<file path="src/rtl/sli_ram.sv">
module sli_ram #(
    parameter int WIDTH = 27,
    parameter int DEPTH = 64
) (
    input  logic                             clk,
    input  logic                             we,
    input  logic [$clog2(DEPTH)-1:0]         waddr,
    input  logic [WIDTH-1:0]                 wdata,
    input  logic [$clog2(DEPTH)-1:0]         raddr,
    output logic [WIDTH-1:0]                 rdata
);

    logic [WIDTH-1:0] mem [DEPTH];

    always_ff @(posedge clk)
    begin
        if (we)
        begin
            mem[waddr] <= wdata;
        end
        rdata <= mem[raddr];
    end

endmodule

</file>
<file path="config.mk">
export PLATFORM = sky130hd
export DESIGN_NAME = sli_ram
export DESIGN_NICKNAME = d
export VERILOG_FILES = /design/src/rtl/sli_ram.sv
export SDC_FILE = /design/constraint.sdc
export NUM_CORES = 1
export LEC_CHECK = 0
export BUFFER_PORTS_ARGS = -buffer_cell sky130_fd_sc_hd__buf_2
export CORE_AREA = 2 2 345 347
export DETAILED_ROUTE_END_ITERATION = 6
export DIE_AREA = 0 0 347 349
export GPL_ROUTABILITY_DRIVEN = 0
export HOLD_SLACK_MARGIN = 0.06
export PLACE_DENSITY_LB_ADDON = 0.1
export SLEW_MARGIN = 20
export SYNTH_ARGS = -nofsm -noshare
export SYNTH_HDL_FRONTEND = slang
export SYNTH_SLANG_ARGS = --single-unit
</file>
<file path="constraint.sdc">
create_clock -name clk -period 3.4 [get_ports clk]
set_input_delay 0.68 -clock clk [delete_from_list [all_inputs] [get_ports clk]]
set_output_delay 0.68 -clock clk [all_outputs]
set_load 0.02 [all_outputs]
</file>
# Yosys cells after proc, flatten, opt, wreduce, memory -nomap -nowiden
# Memories as Yosys holds them, arrays and structs flattened. A register that Yosys moved wholly into a read port is not among the register bits.
# Index checks and enable logic that the tools add are counted.
# word_totals
ram_bits,1728
memories,1
latchBits,0
out_inout_bits,27
ff_bits,0
elab_cells,3
romBits,0
# classes
eq_ne,0
div_mod_pow,0
order_cmp,0
n_mul,0
addsub,0
muxes,2
n_reduce_logical,0
n_bitwise,0
n_shift,0
# mem_list
name,words,word_bits,rd,rd_clocked_by_memory_dff,wr,line,source
mem,64,27,1,1,1,13,logic [WIDTH-1:0] mem [DEPTH];
# ops
cell,count
2-to-1 mux 1 bit,2

# Depth between registers and ports, before layout
# depth
depth_word,2
ltp_mapped,9

# Worst setup path before layout
# Ideal clock, no wire load.
# synth_timing
path_kind,input port to flip-flop
start,input port waddr[3]
end,memory mem[48][0] (enable)
stages,4
required_ps,2955
setup_slack_ps,-88
arrival_time_ps,3043
path_buffers,1
path_cell_list,clkbuf_1 nor2b_1 nand4b_1 nor3_1
# synth_lines
item,line,source
"start, declared",7,"input logic [$clog2(DEPTH)-1:0] waddr,"
"end, declared",13,
# No word-level cell before the write port.

==> run summary <==
Clock sinks = 1755
Nets = 3345
Syn Nets = 3043
Synthesized flop and latch total = 1755
Pin count of the biggest net entering global routing = 65
Row count = 126
Cts hold-fix bufs = 0
Initial antenna violation count = 20
Crit path largest cell delay = 0.46 ns
Seq/Total Area, Yosys = 78.7%
Worst hold path type = input pin to flop
Final core utilization = 65.1%
Area of the multi-input gates = 0.0137 mm^2
Post-CTS setup buffers = 0
Post-synth ARST share = 0%
Setup_tns = 0 ns
Final Hold Violating Endpoints = 0
Cells after Synth = 3002
Final instance area = 0.0765 mm^2
CTS Root Cell = clkbuf_16
Post-synth EDFFs = 1728
Max-Cap Viols = 0
Most Frequent Cell on Critical Path = buf_12
# IOs = 68
Register Area = 0.0524 mm^2
WP data arrival = 3.58 ns
DR WL/cell = 33.9 um
CP Capture Type = flop
YS warnings = 0
Tmin final = 2.90 ns
Fin crit share = 85.2%
Netlist cell types = 30
Largest cells by area after synthesis = edfxtp_1 (78%), mux4_2 (12%), mux2i_1 (4.1%)
Kind of critical path = input pin to flop
Area delta synth->final = 14.8%
Port buffer count = 67
Fillers = 7609
Synthesized area = 0.0666 mm^2
Setup Skew = 0.0233 ns
DRT Wirelength = 169 mm
H-tree depth = 4
Total GRT Usage = 28.4%
Die span in y = 349 um
Top-area cell type share of the netlist area = 77.9%
Clk buf depth = 3
Vias in the first global route = 33.0k
Slew Viols, Final = 0
DR iter-0 viols = 4088
Placed inst area = 0.0709 mm^2
Count leader, synth = edfxtp_1
Crit path max fanout = 33
Power per cell area = 589 mW/mm^2
Number of vias per cell = 6.51
Worst-margin pin slew = 1.18 ns
Avg Cell Area, Syn = 22.2 um^2
Initial core utilization = 56.7%
Post-DP HPWL = 98.6 mm
Reg2reg setup slack = 1.17 ns
Vias = 32.5k
# setup viols final = 0
Max IR drop VDD = 0.499 mV
Die W = 347 um
Synth top cells by count = edfxtp_1 (1728), mux4_2 (344), mux2i_1 (273)
DRT antenna net count = 0
Area of the core = 0.117 mm^2
RSZ-0062 raised after global routing = false
Outcome = finished clean
CP Buf/Inv Count = 6
CTS Buf Count = 173
Fraction of layout cells with a size suffix above 1 = 28.2%
Slowest CP cell = o21ai_0
CP Launch Type = input pin
Grt total ovfl = 0
CTS resizes = 0
Max_slew headroom = 20.3%
Worst-Skew Late Latency = 0.78 ns
Cell taking the most area after synthesis = edfxtp_1
First-pass GRT wire length = 239 mm
Clk slew on worst S/H paths = 0.07 ns
Main synth FF type = edfxtp_1
FMAX = 345 MHz
Die ar. = 0.121 mm^2
1st-pass router iterations = 5
# DRC = 0
Critical Path RT = 4.08 ns
CP top delay family = buffers and inverters
CTS tree = done
LEAKAGE = 24.9 nW
Worst-path cell chain = buf_8, buf_12, buf_12, buf_12, buf_12, buf_12, mux2i_1, a22oi_1, a31oi_1, o21ai_0, and3_1
==> metrics by stage <==
stage	std cells	setup WS [ns]	power (mW)	hold WS (ns)
CTS	4983	0.544	45.3	0.0602
finish	4989	0.504	45.1	0.108
floorplan	3002	0.285	25.7	0.776
global placement	4664	-0.340	26.8	0.836
detailed placement	4664	-0.283	26.9	0.860
global route	4984	0.421	46.3	0.0967
==> flip-flops by register name, summed over array words and instances (netlist names) <==
register / count
rdata: 27
mem: 1728
==> area by class of cell <==
cell class                      instances  share of cell area (%)
Antenna cell                            5                  0.0164
Clock buffer                          222                    6.17
Clock inverter                         97                    1.08
Multi-Input combinational cell       1072                    17.9
Sequential cell                      1755                    68.5
Tap cell                             1536                    2.51
Timing Repair Buffer                  302                    3.76
==> worst paths after layout <==
path                                  start           to  cells past startpoint
worst min register to register  mem[30][21]    rdata[21]                      5
worst max register to register  mem[39][22]    rdata[22]                      6
worst max-delay path               raddr[0]    rdata[20]                     11
worst min-delay path              wdata[14]  mem[53][14]                      1
==> metal layers <==
metal  GRT usage (%)  up-vias  wire [um]
met4            11.1       12       6430
met5               0        -         72
met2            44.6     1584      80500
li1                -    13300          -
met1            39.0    17300      65200
met3            7.05      284      17200
==> report_power, final <==
| group | switching, mW | internal (mW) | leakage (nW) |
|---|---|---|---|
| Clock | 7.83 | 10.8 | 2.73 |
| Sequential | 0.109 | 24.0 | 15.8 |
| Combinational | 1.50 | 0.882 | 6.37 |
==> placed cells by master (no fill, tap or decap), types with 27 or more instances in the layout <==
| cell type | n |
|---|---|
| buf_12 | 59 |
| buf_4 | 180 |
| o22ai_1 | 73 |
| mux4_2 | 344 |
| nor2_4 | 46 |
| clkinv_2 | 40 |
| a31oi_1 | 50 |
| mux2i_1 | 273 |
| clkbuf_16 | 180 |
| dfxtp_1 | 27 |
| clkinv_1 | 30 |
| buf_2 | 60 |
| clkbuf_1 | 36 |
| a22oi_1 | 100 |
| edfxtp_1 | 1728 |
| o21ai_0 | 39 |
==> kinds of logic after synthesis <==
kind of cell / after synthesis / synth area share [%]
AOI/OAI and AO/OA: 319 / 3.20
muxes: 617 / 15.7
buffers and inverters: 175 / 1.38
and+or+nand+nor: 136 / 0.982
DFF: 1755 / 78.7
Note: power is estimated with default switching activity, not from simulation.
